===== src/ccc_pkg.sv =====
`default_nettype none

package ccc_pkg;

    // item kinds carried in tuser
    typedef enum logic [1:0] {
        FUNC_START  = 2'd0,
        FUNC_LOAD   = 2'd1,
        FUNC_DATA   = 2'd2,
        FUNC_FINISH = 2'd3
    } func_e_t;

    // chip variant codes
    localparam logic [2:0] VAR_6101 = 3'd0;
    localparam logic [2:0] VAR_6102 = 3'd1;
    localparam logic [2:0] VAR_6103 = 3'd2;
    localparam logic [2:0] VAR_6105 = 3'd3;
    localparam logic [2:0] VAR_6106 = 3'd4;
    localparam logic [2:0] VAR_RESET = VAR_6102;

    localparam logic [31:0] SEED_A = 32'hF8CA4DDC;
    localparam logic [31:0] SEED_B = 32'hA3886759;
    localparam logic [31:0] SEED_C = 32'hDF26F436;
    localparam logic [31:0] SEED_D = 32'h1FEA617A;

    localparam int VAR_W    = 3;
    localparam int WORD_W   = 32;
    localparam int CNT_W    = 19;
    localparam int TBL_WORDS = 64;
    localparam int TBL_AW   = 6;
    localparam int CODE_W   = 64;
    localparam int QUEUE_DEPTH = 4;
    localparam int QUEUE_AW    = 2;

    // one classified beat on its way from front to back
    typedef struct packed {
        func_e_t            func;
        logic [WORD_W-1:0]  data;
        logic [WORD_W-1:0]  tbl;
    } q_item_t;

    function automatic logic [WORD_W-1:0] seed_of(input logic [VAR_W-1:0] v);
        logic [WORD_W-1:0] s;
        case (v)
            VAR_6103: s = SEED_B;
            VAR_6105: s = SEED_C;
            VAR_6106: s = SEED_D;
            default:  s = SEED_A;
        endcase
        return s;
    endfunction

    // rotate left by the word's own low five bits
    function automatic logic [WORD_W-1:0] rotl_self(input logic [WORD_W-1:0] d);
        logic [2*WORD_W-1:0] dd;
        dd = {d, d} << d[4:0];
        return dd[2*WORD_W-1:WORD_W];
    endfunction

endpackage

`default_nettype wire


===== src/ccc_queue.sv =====
`default_nettype none

module ccc_queue (
    input  wire logic               clk,
    input  wire logic               rst_n,
    input  wire logic               in_valid,
    output logic                    in_ready,
    input  wire ccc_pkg::q_item_t   in_item,
    output logic                    out_valid,
    input  wire logic               out_ready,
    output ccc_pkg::q_item_t        out_item
);

    ccc_pkg::q_item_t slot_reg [ccc_pkg::QUEUE_DEPTH];
    logic [ccc_pkg::QUEUE_AW-1:0] wr_ptr_reg, rd_ptr_reg;
    logic [ccc_pkg::QUEUE_AW:0]   fill_reg, fill_next;
    logic push, pop;

    assign in_ready  = fill_reg != (ccc_pkg::QUEUE_AW+1)'(ccc_pkg::QUEUE_DEPTH);
    assign out_valid = fill_reg != '0;
    assign push      = in_valid && in_ready;
    assign pop       = out_valid && out_ready;
    assign out_item  = slot_reg[rd_ptr_reg];

    always_comb
    begin
        fill_next = fill_reg;
        if (push && !pop)
        begin
            fill_next = fill_reg + 1'b1;
        end
        else if (pop && !push)
        begin
            fill_next = fill_reg - 1'b1;
        end
    end

    always_ff @(posedge clk or negedge rst_n)
    begin
        if (!rst_n)
        begin
            wr_ptr_reg <= '0;
            rd_ptr_reg <= '0;
            fill_reg   <= '0;
        end
        else
        begin
            fill_reg <= fill_next;
            if (push)
            begin
                wr_ptr_reg <= wr_ptr_reg + 1'b1;
            end
            if (pop)
            begin
                rd_ptr_reg <= rd_ptr_reg + 1'b1;
            end
        end
    end

    always_ff @(posedge clk)
    begin
        if (push)
        begin
            slot_reg[wr_ptr_reg] <= in_item;
        end
    end

endmodule

`default_nettype wire


===== config.mk =====
export PLATFORM = sky130hd
export DESIGN_NAME = ccc_queue
export DESIGN_NICKNAME = d
export VERILOG_FILES = /design/src/ccc_pkg.sv /design/src/ccc_queue.sv
export SDC_FILE = /design/constraint.sdc
export NUM_CORES = 1
export LEC_CHECK = 0
export ABC_AREA = 1
export BUFFER_PORTS_ARGS = -buffer_cell sky130_fd_sc_hd__buf_2
export CELL_PAD_IN_SITES_DETAIL_PLACEMENT = 0
export CELL_PAD_IN_SITES_GLOBAL_PLACEMENT = 1
export CORE_MARGIN = 1
export CORE_UTILIZATION = 51
export DETAILED_ROUTE_END_ITERATION = 10
export PLACE_DENSITY_LB_ADDON = 0.1
export SLEW_MARGIN = 0
export SYNTH_ARGS = -nofsm -noshare
export SYNTH_HDL_FRONTEND = slang
export SYNTH_SLANG_ARGS = --single-unit

===== constraint.sdc =====
create_clock -name clk -period 7.1 [get_ports clk]
set_input_delay 0.71 -clock clk [delete_from_list [all_inputs] [get_ports clk]]
set_output_delay 0.71 -clock clk [all_outputs]
set_load 0.05 [all_outputs]

==> reports/metrics.cfg <==
[power]
p_seq_share_pct = 36.0
combinationalPowerShare_pct = 42.3
cellInternalPower_mw = 3.40
p_switching_mw = 2.66
swShare_pct = 43.9
powerDensity_mw_per_mm2 = 482
irDropWorstVdd_v = 0.000456
p_clk_share_pct = 21.7
p_leak_nw = 5.09

[placed_design]
io_buffer_count = 137
hpwl_mm = 11.7
gp_congestion = 0.750
dp_cells = 1205

[critical_path]
slowest_stage = buf_4
critPathMaxFanout = 151
worstRegToRegCells = 5
start_kind = flip-flop
crit_type = reg -> out
worstPathArrival_ps = 3330
crit_top_cell = nand2_1
cp_data_required_time_ps = 6390
worstPathCellList = inv_6 -> buf_4 -> nand2_1 -> o211ai_1 -> nand2_1 -> buf_2
cpPeakStageDelay_ps = 930
cp-end-kind = output pin

[drt]
wl_per_cell_um = 16.6
drc = 0
ant_nets = 0
routed_wl_mm = 20.9
num_vias = 6451
first_pass_iters = 6
viasPerCell = 5.11
drt-initial-drc-count = 371

[synth]
ys_seq_area_share_pct = 73.6
postSynthAreaPerCell_um2 = 13.3
yosysWarnings = 0
synth_top_area_share_pct = 72.0
synth.area.top_cells = edfxtp_1 72%, o211ai_1 9.0%, nand2_1 7.4%, inv_1 4.9%, buf_6 2.9%
synth_area_mm2 = 0.0110
syn-num-nets = 906
synth.distinct_cells = 17
synthCells = 830
netlist.top_cell.by_area = edfxtp_1
synth_seq_cells = 271

[grt]
antenna_found_initial = 4
grt_pass1_vias = 6383
grt_max_degree = 152
grt_use_total_pct = 19.2
grt_pass1_wl_mm = 32.7
gr-total-overflow = 0

[flow_run]
drv_cap = 0

[floorplanning]
placementRows = 53
design.die.area_mm2 = 0.0222
start_util_pct = 52.2
num_io_pins = 138
die_h_um = 149
die_x_um = 149
core-area_mm2 = 0.0211

[finish]
final_cell_mix = 264 x edfxtp_1, 216 x nand2_1, 145 x inv_1, 137 x buf_2, 132 x o211ai_1
largest_reg_flops = 264
drive_above_1_share_pct = 18.8
final_common_cell = edfxtp_1
final_nets = 1038
final_cell_count_no_fill = 1262
syn2layout_area_growth_pct = 14.2
nFillCells = 1704

[timing]
final-max-slew-violation-count = 0
period_needed_ps = 4040
max_slew_margin_pct = 28.8
skew_ps = 11.4
rsz0062_at_grt = false
tightest_slew_ps = 1070
tns_ps = 0
fin_crit_sh_pct = 56.9
setup_viol = 0
final-hold-violation-count = 0
fmax_mhz = 247

[clock_network]
clkTransAtPathRegs_ps = 60
numCtsBuffers = 29
cts_tree = yes
clock_path_buffers = 3
ctsRootBufferMaster = clkbuf_16
cts.sinks = 271
clk_latency_ps = 540
h-tree-depth = 1
post_cts_buffers = 0

[run_status]
outcome = finished clean

[worst_hold_path]
hp-class = in -> reg
hold_depth = 1

[synth_stat cells]
cell type  instances
o21ai_0            1
o211ai_1         132
nor2_1             4
fa_1               1
nand3_1            7
inv_1            145
edfxtp_1         264
nand4_1            1
xnor2_1            1
buf_6             28
clkbuf_1           6
nand2_1          216
inv_2              2
dfrtp_1            7
ha_1               5
buf_4              5
buf_2              5
[metal layers]
layer  track usage, %  vias up  part of all wire (%)  routed length [um]
li1                 -     3152                     -                   -
met1             24.7     3112                    43                9040
met2             32.2      154                    48               10000
met3             5.02       31                   7.1                1480
met4             5.61        2                   1.7                 351
met5                0        -                 0.053                  11
[layout make-up]
class,count,area (um2),area share [%]
antenna,3,7.51,0.0597
clock buffer,43,778,6.19
clock inverter,10,47.5,0.378
inverter,147,557,4.43
multi-input combinational,368,1980,15.8
sequential,271,8100,64.5
tap,275,344,2.74
timing repair buffer,145,748,5.95
[critical path: cells and delay by family, from the launching register on]
family                 cells  cell delay (ps)
DFF                        1              430
AOI/OAI and AO/OA          1              140
and+or+nand+nor            2              220
buffers and inverters      3             1850
[power by group through the flow]
stage               sequential [mW]  clock (mW)  combinational, mW
global route                   2.21        1.40               2.78
floorplan                      2.22           0               2.12
CTS                            2.19        1.34               2.59
global placement               2.20           0               2.55
detailed placement             2.22           0               2.59
finish                         2.19        1.32               2.56
[cell families (layout without fill, tap and decap cells)]
| kind of cell | after synthesis | after routing | synth area share, % |
|---|---|---|---|
| buffers and inverters | 191 | 345 | 8.65 |
| AND/OR/NAND/NOR | 228 | 228 | 7.88 |
| other | 0 | 3 | 0 |
| flip-flops | 271 | 271 | 73.6 |
| adder cells (fa/ha/maj) | 6 | 6 | 0.750 |
| AO/OA/AOI/OAI | 133 | 133 | 9.05 |
| XOR/XNOR | 1 | 1 | 0.0796 |
[per-stage QoR]
stage	hold WS, ps	worst slack, ps	util, %	total power [mW]	instance area (um2)
after floorplan	414	2630	-	4.34	11000
after global placement	480	3730	55.6	4.76	11700
after detailed placement	493	3640	55.6	4.81	11700
after CTS	367	3070	59.6	6.12	12600
after global routing	363	2750	59.6	6.39	12600
final	386	3060	59.6	6.06	12600
[worst paths after layout]
check                               from               to  slack (ps)
max in group asynchronous          rst_n    rd_ptr_reg[1]        6380
max reg2reg                  fill_reg[0]  slot_reg[0][52]        4190
min                          in_item[61]  slot_reg[2][61]         390
min reg2reg                  fill_reg[2]      fill_reg[2]         500
max                        rd_ptr_reg[0]     out_item[58]        3060
min in group asynchronous          rst_n    rd_ptr_reg[1]         540
[timing repair]
action | 4_1_cts | 5_1_grt
resized for setup | 0 | 0
hold buffers | 1 | 0
endpoints found under the setup margin | 0 | 0
hold endpoints to repair | 7 | 0
(Power assumes the default switching activity.)
